--- src/hw/rtl/ocd_pkg.sv ---
// ----------------------------------------------------------------------------
// ocd_pkg
// Shared types and constants for the object and command frame parser.
// ----------------------------------------------------------------------------
package ocd_pkg;

  localparam int unsigned ByteW  = 8;
  localparam int unsigned IdW    = 16;
  localparam int unsigned LenW   = 16;
  localparam int unsigned CfgIdxW  = 2;
  localparam int unsigned CfgDataW = 16;

  localparam logic [CfgIdxW-1:0] REG_OBJECT_TYPE  = 2'd0;
  localparam logic [CfgIdxW-1:0] REG_COMMAND_TYPE = 2'd1;
  localparam logic [CfgIdxW-1:0] REG_MAX_LENGTH   = 2'd2;

  localparam logic [ByteW-1:0] OBJECT_TYPE_RESET  = 8'd0;
  localparam logic [ByteW-1:0] COMMAND_TYPE_RESET = 8'd1;
  localparam logic [LenW-1:0]  MAX_LENGTH_RESET   = 16'hFFFF;

  localparam logic ERR_TYPE   = 1'b0;
  localparam logic ERR_LENGTH = 1'b1;

  typedef enum logic [1:0] {
    KIND_COMMAND = 2'd0,
    KIND_PAYLOAD = 2'd1,
    KIND_EMPTY   = 2'd2,
    KIND_ERROR   = 2'd3
  } kind_t;

  typedef enum logic [3:0] {
    PH_TYPE    = 4'd0,
    PH_OBJ_ID1 = 4'd1,
    PH_OBJ_ID2 = 4'd2,
    PH_LEN1    = 4'd3,
    PH_LEN2    = 4'd4,
    PH_PAYLOAD = 4'd5,
    PH_CMD_ID1 = 4'd6,
    PH_CMD_ID2 = 4'd7,
    PH_ERROR   = 4'd8
  } phase_t;

  typedef struct packed {
    logic [ByteW-1:0] object_type_code;
    logic [ByteW-1:0] command_type_code;
    logic [LenW-1:0]  max_payload_length;
  } cfg_t;

  typedef struct packed {
    kind_t             kind;
    logic [IdW-1:0]    id;
    logic [ByteW-1:0]  data;
    logic [LenW-1:0]   index;
    logic              last;
    logic              err;
  } result_t;

endpackage

--- src/hw/rtl/ocd_cfg_regs.sv ---
// ----------------------------------------------------------------------------
// ocd_cfg_regs
// Configuration registers written through the configuration channel.
// ----------------------------------------------------------------------------
module ocd_cfg_regs
  import ocd_pkg::*;
(
  input  logic                clk,
  input  logic                rst,
  input  logic                cfg_valid,
  output logic                cfg_ready,
  input  logic [CfgIdxW-1:0]  cfg_index,
  input  logic [CfgDataW-1:0] cfg_data,
  output cfg_t                cfg
);

  assign cfg_ready = 1'b1;

  always_ff @(posedge clk) begin
    if (rst) begin
      cfg.object_type_code   <= OBJECT_TYPE_RESET;
      cfg.command_type_code  <= COMMAND_TYPE_RESET;
      cfg.max_payload_length <= MAX_LENGTH_RESET;
    end else if (cfg_valid && cfg_ready) begin
      case (cfg_index)
        REG_OBJECT_TYPE:  cfg.object_type_code   <= cfg_data[ByteW-1:0];
        REG_COMMAND_TYPE: cfg.command_type_code  <= cfg_data[ByteW-1:0];
        REG_MAX_LENGTH:   cfg.max_payload_length <= cfg_data[LenW-1:0];
        default: ;
      endcase
    end
  end

endmodule

--- src/hw/rtl/ocd_parser.sv ---
// ----------------------------------------------------------------------------
// ocd_parser
// Frame state machine that consumes one byte per accepted transaction.
// ----------------------------------------------------------------------------
module ocd_parser
  import ocd_pkg::*;
(
  input  logic             clk,
  input  logic             rst,
  input  logic             accept,
  input  logic [ByteW-1:0] data_byte,
  input  cfg_t             cfg,
  output logic             res_valid,
  output result_t          res
);

  phase_t          phase, phase_next;
  logic [IdW-1:0]  frame_id, frame_id_next;
  logic [LenW-1:0] remaining, remaining_next;
  logic [LenW-1:0] position, position_next;
  logic [LenW-1:0] length_full;

  always_ff @(posedge clk) begin
    if (rst) begin
      phase     <= PH_TYPE;
      frame_id  <= '0;
      remaining <= '0;
      position  <= '0;
    end else if (accept) begin
      phase     <= phase_next;
      frame_id  <= frame_id_next;
      remaining <= remaining_next;
      position  <= position_next;
    end
  end

  assign length_full = {data_byte, remaining[ByteW-1:0]};

  always_comb begin
    phase_next     = phase;
    frame_id_next  = frame_id;
    remaining_next = remaining;
    position_next  = position;
    res_valid      = 1'b0;
    res            = '0;
    res.id         = frame_id;
    case (phase)
      PH_TYPE: begin
        if (data_byte == cfg.object_type_code) begin
          phase_next = PH_OBJ_ID1;
        end else if (data_byte == cfg.command_type_code) begin
          phase_next = PH_CMD_ID1;
        end else begin
          phase_next = PH_ERROR;
          res_valid  = 1'b1;
          res.kind   = KIND_ERROR;
          res.err    = ERR_TYPE;
        end
      end
      PH_OBJ_ID1, PH_CMD_ID1: begin
        frame_id_next = {{(IdW-ByteW){1'b0}}, data_byte};
        phase_next    = (phase == PH_OBJ_ID1) ? PH_OBJ_ID2 : PH_CMD_ID2;
      end
      PH_OBJ_ID2: begin
        frame_id_next = {data_byte, frame_id[ByteW-1:0]};
        phase_next    = PH_LEN1;
      end
      PH_CMD_ID2: begin
        res_valid     = 1'b1;
        res.kind      = KIND_COMMAND;
        res.id        = {data_byte, frame_id[ByteW-1:0]};
        phase_next    = PH_TYPE;
        frame_id_next = '0;
      end
      PH_LEN1: begin
        remaining_next = {{(LenW-ByteW){1'b0}}, data_byte};
        phase_next     = PH_LEN2;
      end
      PH_LEN2: begin
        remaining_next = length_full;
        if (length_full > cfg.max_payload_length) begin
          phase_next = PH_ERROR;
          res_valid  = 1'b1;
          res.kind   = KIND_ERROR;
          res.err    = ERR_LENGTH;
        end else if (length_full == '0) begin
          res_valid     = 1'b1;
          res.kind      = KIND_EMPTY;
          res.last      = 1'b1;
          phase_next    = PH_TYPE;
          frame_id_next = '0;
        end else begin
          phase_next    = PH_PAYLOAD;
          position_next = '0;
        end
      end
      PH_PAYLOAD: begin
        res_valid      = 1'b1;
        res.kind       = KIND_PAYLOAD;
        res.data       = data_byte;
        res.index      = position;
        res.last       = (remaining <= LenW'(1));
        position_next  = position + LenW'(1);
        remaining_next = remaining - LenW'(1);
        if (res.last) begin
          phase_next     = PH_TYPE;
          frame_id_next  = '0;
          remaining_next = '0;
          position_next  = '0;
        end
      end
      default: ;
    endcase
  end

endmodule

--- src/hw/rtl/ocd_out_buf.sv ---
// ----------------------------------------------------------------------------
// ocd_out_buf
// Result register with a skid stage so input flow continues under stall.
// ----------------------------------------------------------------------------
module ocd_out_buf
  import ocd_pkg::*;
(
  input  logic    clk,
  input  logic    rst,
  input  logic    res_valid,
  input  result_t res,
  output logic    full,
  output logic    out_valid,
  input  logic    out_stall,
  output result_t out_res
);

  logic    skid_valid;
  result_t skid_res;
  logic    take;

  assign take = out_valid && !out_stall;
  assign full = skid_valid;

  always_ff @(posedge clk) begin
    if (rst) begin
      out_valid  <= 1'b0;
      skid_valid <= 1'b0;
    end else if (skid_valid) begin
      if (take) begin
        skid_valid <= 1'b0;
      end
    end else if (res_valid) begin
      if (out_valid && !take) begin
        skid_valid <= 1'b1;
      end else begin
        out_valid <= 1'b1;
      end
    end else if (take) begin
      out_valid <= 1'b0;
    end
  end

  always_ff @(posedge clk) begin
    if (skid_valid) begin
      if (take) begin
        out_res <= skid_res;
      end
    end else if (res_valid) begin
      if (out_valid && !take) begin
        skid_res <= res;
      end else begin
        out_res <= res;
      end
    end
  end

endmodule

--- src/hw/rtl/object_command_deframer.sv ---
// ----------------------------------------------------------------------------
// object_command_deframer
// Byte-serial parser for object and command frames with payload streaming.
// ----------------------------------------------------------------------------
// Each result is registered into the output stage when its byte is accepted.
// Throughput: one byte per cycle while in_stall is low.
// A two-entry output stage (result register plus skid) raises in_stall only
// when both entries hold results not yet taken.
// Reset clears the parser to wait for a type byte, empties the output stage
// and restores the configuration registers; the error state is left by reset.
module object_command_deframer
  import ocd_pkg::*;
(
  input  logic                clk,
  input  logic                rst,
  input  logic                cfg_valid,
  output logic                cfg_ready,
  input  logic [CfgIdxW-1:0]  cfg_index,
  input  logic [CfgDataW-1:0] cfg_data,
  input  logic                in_valid,
  output logic                in_stall,
  input  logic [ByteW-1:0]    data_byte,
  output logic                out_valid,
  input  logic                out_stall,
  output logic [1:0]          result_kind,
  output logic [IdW-1:0]      message_id,
  output logic [ByteW-1:0]    payload_byte,
  output logic [LenW-1:0]     payload_index,
  output logic                last_of_object,
  output logic                error_code
);

  cfg_t    cfg;
  logic    accept;
  logic    res_valid;
  result_t res;
  result_t out_res;
  logic    full;

  assign in_stall = full;
  assign accept   = in_valid && !in_stall;

  ocd_cfg_regs u_cfg (
    .clk       (clk),
    .rst       (rst),
    .cfg_valid (cfg_valid),
    .cfg_ready (cfg_ready),
    .cfg_index (cfg_index),
    .cfg_data  (cfg_data),
    .cfg       (cfg)
  );

  ocd_parser u_parser (
    .clk       (clk),
    .rst       (rst),
    .accept    (accept),
    .data_byte (data_byte),
    .cfg       (cfg),
    .res_valid (res_valid),
    .res       (res)
  );

  ocd_out_buf u_out (
    .clk       (clk),
    .rst       (rst),
    .res_valid (accept && res_valid),
    .res       (res),
    .full      (full),
    .out_valid (out_valid),
    .out_stall (out_stall),
    .out_res   (out_res)
  );

  assign result_kind    = out_res.kind;
  assign message_id     = out_res.id;
  assign payload_byte   = out_res.data;
  assign payload_index  = out_res.index;
  assign last_of_object = out_res.last;
  assign error_code     = out_res.err;

endmodule

--- config.mk ---
export PLATFORM = sky130hd
export DESIGN_NAME = object_command_deframer
export DESIGN_NICKNAME = d
export VERILOG_FILES = /design/src/hw/rtl/ocd_pkg.sv /design/src/hw/rtl/ocd_cfg_regs.sv /design/src/hw/rtl/ocd_parser.sv /design/src/hw/rtl/ocd_out_buf.sv /design/src/hw/rtl/object_command_deframer.sv
export SDC_FILE = /design/constraint.sdc
export NUM_CORES = 1
export LEC_CHECK = 0
export ABC_AREA = 1
export BUFFER_PORTS_ARGS = -buffer_cell sky130_fd_sc_hd__buf_2
export CAP_MARGIN = 25
export CORE_MARGIN = 4
export CORE_UTILIZATION = 40
export DETAILED_ROUTE_END_ITERATION = 8
export SLEW_MARGIN = 5
export SYNTH_ARGS = -nofsm -noshare
export SYNTH_HDL_FRONTEND = slang
export SYNTH_HIERARCHICAL = 1
export SYNTH_SLANG_ARGS = --single-unit
--- constraint.sdc ---
create_clock -name clk -period 6 [get_ports clk]
set_input_delay 0.3 -clock clk [delete_from_list [all_inputs] [get_ports clk]]
set_output_delay 0.3 -clock clk [all_outputs]
set_load 0.05 [all_outputs]
==> impl_table.tex <==
\begin{tabular}{lr}
\hline
Metric & Value \\
\hline
\multicolumn{2}{l}{\textbf{Run status}} \\
Result of the run & finished, final reports clean \\
\multicolumn{2}{l}{\textbf{Layout}} \\
Most frequent standard cell in the layout excluding fill and tap cells & sky130\_fd\_sc\_hd\_\_nand2\_1 \\
Fill cell instance count of the final layout & 2,277 \\
Total area of multi-input combinational cells & 4009 um2 \\
Fraction of layout cells with a size suffix above 1 & 15.22\% \\
Final std cell area, no fill & 10,310 um2 \\
Antenna diode count & 0 \\
Core utilization of the finished layout & 45.53\% \\
Total area of sequential cells & 4364 um2 \\
Area growth, synth to finish & 11.64\% \\
Leading cell types in the layout, fill and taps excluded & sky130\_fd\_sc\_hd\_\_nand2\_1 (363), sky130\_fd\_sc\_hd\_\_inv\_1 (131), sky130\_fd\_sc\_hd\_\_nor2\_1 (131) \\
Nets & 1,280 \\
\multicolumn{2}{l}{\textbf{Clock network}} \\
Number of post-CTS setup repair buffers & 0 \\
Clock transition time at the flip-flop clock pins of the worst setup and hold paths & 0.08 ns \\
Number of sinks on the clock net & 174 \\
Worst-Skew Late Latency & 0.43 ns \\
TritonCTS clock tree & built \\
\# hold bufs at CTS & 0 \\
Largest buffer count on any clock path & 2 \\
Cell chosen for the clock root & sky130\_fd\_sc\_hd\_\_clkbuf\_16 \\
Number of buffers inserted during clock tree synthesis & 17 \\
CTS H-Tree Depth & 4 \\
Post-CTS Resized & 0 \\
\multicolumn{2}{l}{\textbf{GRT}} \\
All-layer global routing usage & 17.12\% \\
First-pass GRT wire length & 35.83 mm \\
Number of global-route vias before repair & 6,910 \\
Initial antenna violation count & 0 \\
Largest net degree at the start of global routing & 50 \\
Congestion Overflow GR & 0 \\
\multicolumn{2}{l}{\textbf{Power}} \\
Flop pwr share & 44.8\% \\
Final Total Pwr & 3075 uW \\
Worst IR Drop VDD & 0.0001967 V \\
Pwr/cell area & 298.3 nW/um2 \\
Internal portion of total power & 2086 uW \\
Switching power as a share of total power & 32.15\% \\
Part of the power in the clock network & 36.8\% \\
Leakage power total & 0.004578 uW \\
Sw power & 988.7 uW \\
Combinational power share & 18.4\% \\
\multicolumn{2}{l}{\textbf{Critical path}} \\
Largest stage delay on the critical path & 0.68 ns \\
Class of the most critical setup path & flip-flop to flip-flop \\
Type of element launching the critical path & flip-flop \\
Endpoint class of the critical path & flip-flop \\
CP Data Required Time & 6.11 ns \\
Cell occurring most often along the worst timing path & sky130\_fd\_sc\_hd\_\_nand2\_1 \\
Cell-by-cell listing of the critical path & inv\_1, ha\_1, nand4\_1, nor3\_1, nand2\_1, nand2\_1, nand3\_2, buf\_4, nand3\_1, o21bai\_1, inv\_1, nor2\_2, nand2\_1, a21oi\_4, buf\_4 \\
Count of buffer and inverter cells on the critical path & 4 \\
Data arrival, critical path & 3.69 ns \\
Top Family by Delay on Critical Path & simple AND/OR/NAND/NOR gates \\
Maximum fanout encountered on the critical timing path & 39 \\
CP max stage cell & sky130\_fd\_sc\_hd\_\_a21oi\_4 \\
\multicolumn{2}{l}{\textbf{STA}} \\
Aggregate negative setup slack & 0 ns \\
Fin crit period & 3.583 ns \\
Final worst path period share & 59.72\% \\
Slew @ Worst Pin & 0.8673 ns \\
RSZ-0062 raised after global routing & no \\
Highest clock frequency the design can meet & 279.1 MHz \\
Final hold viol count & 0 \\
Final number of max-transition violations & 0 \\
Worst slew margin & 41.97\% \\
Final setup skew & 0.01588 ns \\
Setup-violating endpoint count in the final report & 0 \\
\multicolumn{2}{l}{\textbf{Synth}} \\
Count of mapped cells out of synthesis & 1,181 \\
Number of distinct library cell variants in the gate-level netlist after synthesis & 41 \\
Post-synthesis register bit count & 174 \\
Sequential area share after synthesis & 47.27\% \\
Warnings, synthesis & 6 \\
Post-synth net total & 1,232 \\
Average cell area after synthesis & 7.818 um2 \\
Netlist area before placement & 9233 um2 \\
\multicolumn{2}{l}{\textbf{Route}} \\
Sum of routed wire length over all layers & 21.83 mm \\
Via count normalized by instance count & 4.902 \\
Remaining number of nets flagged by the antenna check after routing & 0 \\
Via count & 7,485 \\
Count of routing violations after the opening detailed-route iteration & 638 \\
Drt drc & 0 \\
Detail-routed net length per standard cell & 14.30 um \\
DRT Pass-1 Iters & 5 \\
\multicolumn{2}{l}{\textbf{Die}} \\
I/O pin cnt & 78 \\
CORE AREA & 22,640 um2 \\
Die span in x & 159.9 um \\
Initial core utilization & 40.78\% \\
Full die area & 25,580 um2 \\
Overall die height & 159.9 um \\
Placement Rows & 55 \\
\multicolumn{2}{l}{\textbf{Hold path}} \\
Tightest Hold Check Type & input pin to flip-flop \\
\multicolumn{2}{l}{\textbf{Placement}} \\
Half-perimeter wire length after detailed placement & 15.39 mm \\
Placement-stage cell area & 9701 um2 \\
Port-buffer cells & 76 \\
Routability-driven placement congestion ratio & 0.8765 \\
\multicolumn{2}{l}{\textbf{Job}} \\
Number of violations of the max-capacitance limit & 0 \\
\hline
\end{tabular}
==> worst reg2reg max path, delay by kind of cell (launching register included) <==
| kind | cells | cell delay, ns |
|---|---|---|
| adders and majority gates | 1 | 0.30 |
| buffers and inverters | 4 | 0.78 |
| DFF | 1 | 0.35 |
| and+or+nand+nor | 8 | 1.02 |
| AOI/OAI and AO/OA | 2 | 0.80 |
==> sequential cells by signal (all words and copies together), names as in the netlist <==
| name | flops |
|---|---|
| u_cfg/cfg | 32 |
| u_out/full | 1 |
| u_out/out_res | 44 |
| u_out/out_valid | 1 |
| u_out/skid_res | 44 |
| u_parser/frame_id | 16 |
| u_parser/phase | 4 |
| u_parser/position | 16 |
| u_parser/remaining | 16 |
==> per-layer routing <==
metal	GRT usage [%]	vias up	share of wire (%)
met3	3.535	21	5.8
met4	5.632	0	1.5
met5	0	-	0
li1	-	3884	-
met1	24.74	3384	49
met2	25.68	196	43
==> through the flow <==
step / hold WS (ns) / std cells / setup WS, ns
4_1_cts: 0.1173 / 1527 / 2.394
3_5_place_dp: 0.4475 / 1495 / 2.313
3_3_place_gp: 0.4401 / 1494 / 2.358
6_report: 0.1303 / 1527 / 2.417
2_1_floorplan: 0.3691 / 1181 / 1.577
5_1_grt: 0.1334 / 1527 / 2.091
==> power by group through the flow <==
stage | Sequential, uW | Combinational [uW] | Clock, uW
after floorplan | 1550 | 293 | 0
after global placement | 1410 | 559 | 0
after detailed placement | 1410 | 564 | 0
after CTS | 1380 | 567 | 1160
after global routing | 1390 | 621 | 1210
final | 1380 | 565 | 1130
==> Yosys cell counts (all sizes together) <==
| master | count | area, um2 |
|---|---|---|
| and2 | 1 | 6.260 |
| o21bai | 2 | 15.01 |
| xnor2 | 3 | 26.28 |
| xor2 | 13 | 113.9 |
| or2 | 12 | 75.07 |
| nor3 | 13 | 65.06 |
| a21o | 1 | 7.510 |
| clkbuf | 7 | 27.52 |
| nand4 | 41 | 256.5 |
| ha | 20 | 250.2 |
| a31oi | 1 | 6.260 |
| conb | 1 | 3.750 |
| o221a | 1 | 11.26 |
| edfxtp | 88 | 2643 |
| a221oi | 2 | 17.52 |
| o22ai | 6 | 37.54 |
| nand2 | 380 | 1479 |
| a21oi | 62 | 325.3 |
| dfxtp | 86 | 1722 |
| o21ai | 31 | 162.7 |
| nand3 | 79 | 518.0 |
| buf | 45 | 310.3 |
| nor2 | 144 | 620.6 |
| inv | 142 | 533.0 |
==> area by class of cell <==
type                            count  share of cell area [%]
Sequential cell                   174                   42.34
Clock buffer                       17                   4.127
Clock inverter                     15                   1.760
Multi-Input combinational cell    813                   38.89
Tap cell                          285                   3.460
Inverter                          142                   5.171
Timing Repair Buffer               81                   4.249
==> path summary, 6_finish.rpt <==
kind	cells past startpoint	start	end	slack, ns
min	3	cfg_data[6]	u_cfg/cfg[22]	0.13
min reg2reg	0	u_parser/frame_id[4]	u_out/skid_res[30]	0.46
max	15	u_cfg/cfg[11]	u_out/out_res[3]	2.42
max reg2reg	15	u_cfg/cfg[11]	u_out/out_res[3]	2.42
==> cells by family after synthesis <==
group | synth area share [%]
buffers and inverters | 9.432
xor gates and xnor gates | 1.518
DFF | 47.27
AOI/OAI and AO/OA | 6.315
other | 0.04062
and+or+nand+nor | 32.71
adders and majority gates | 2.710
(Power assumes the default switching activity.)
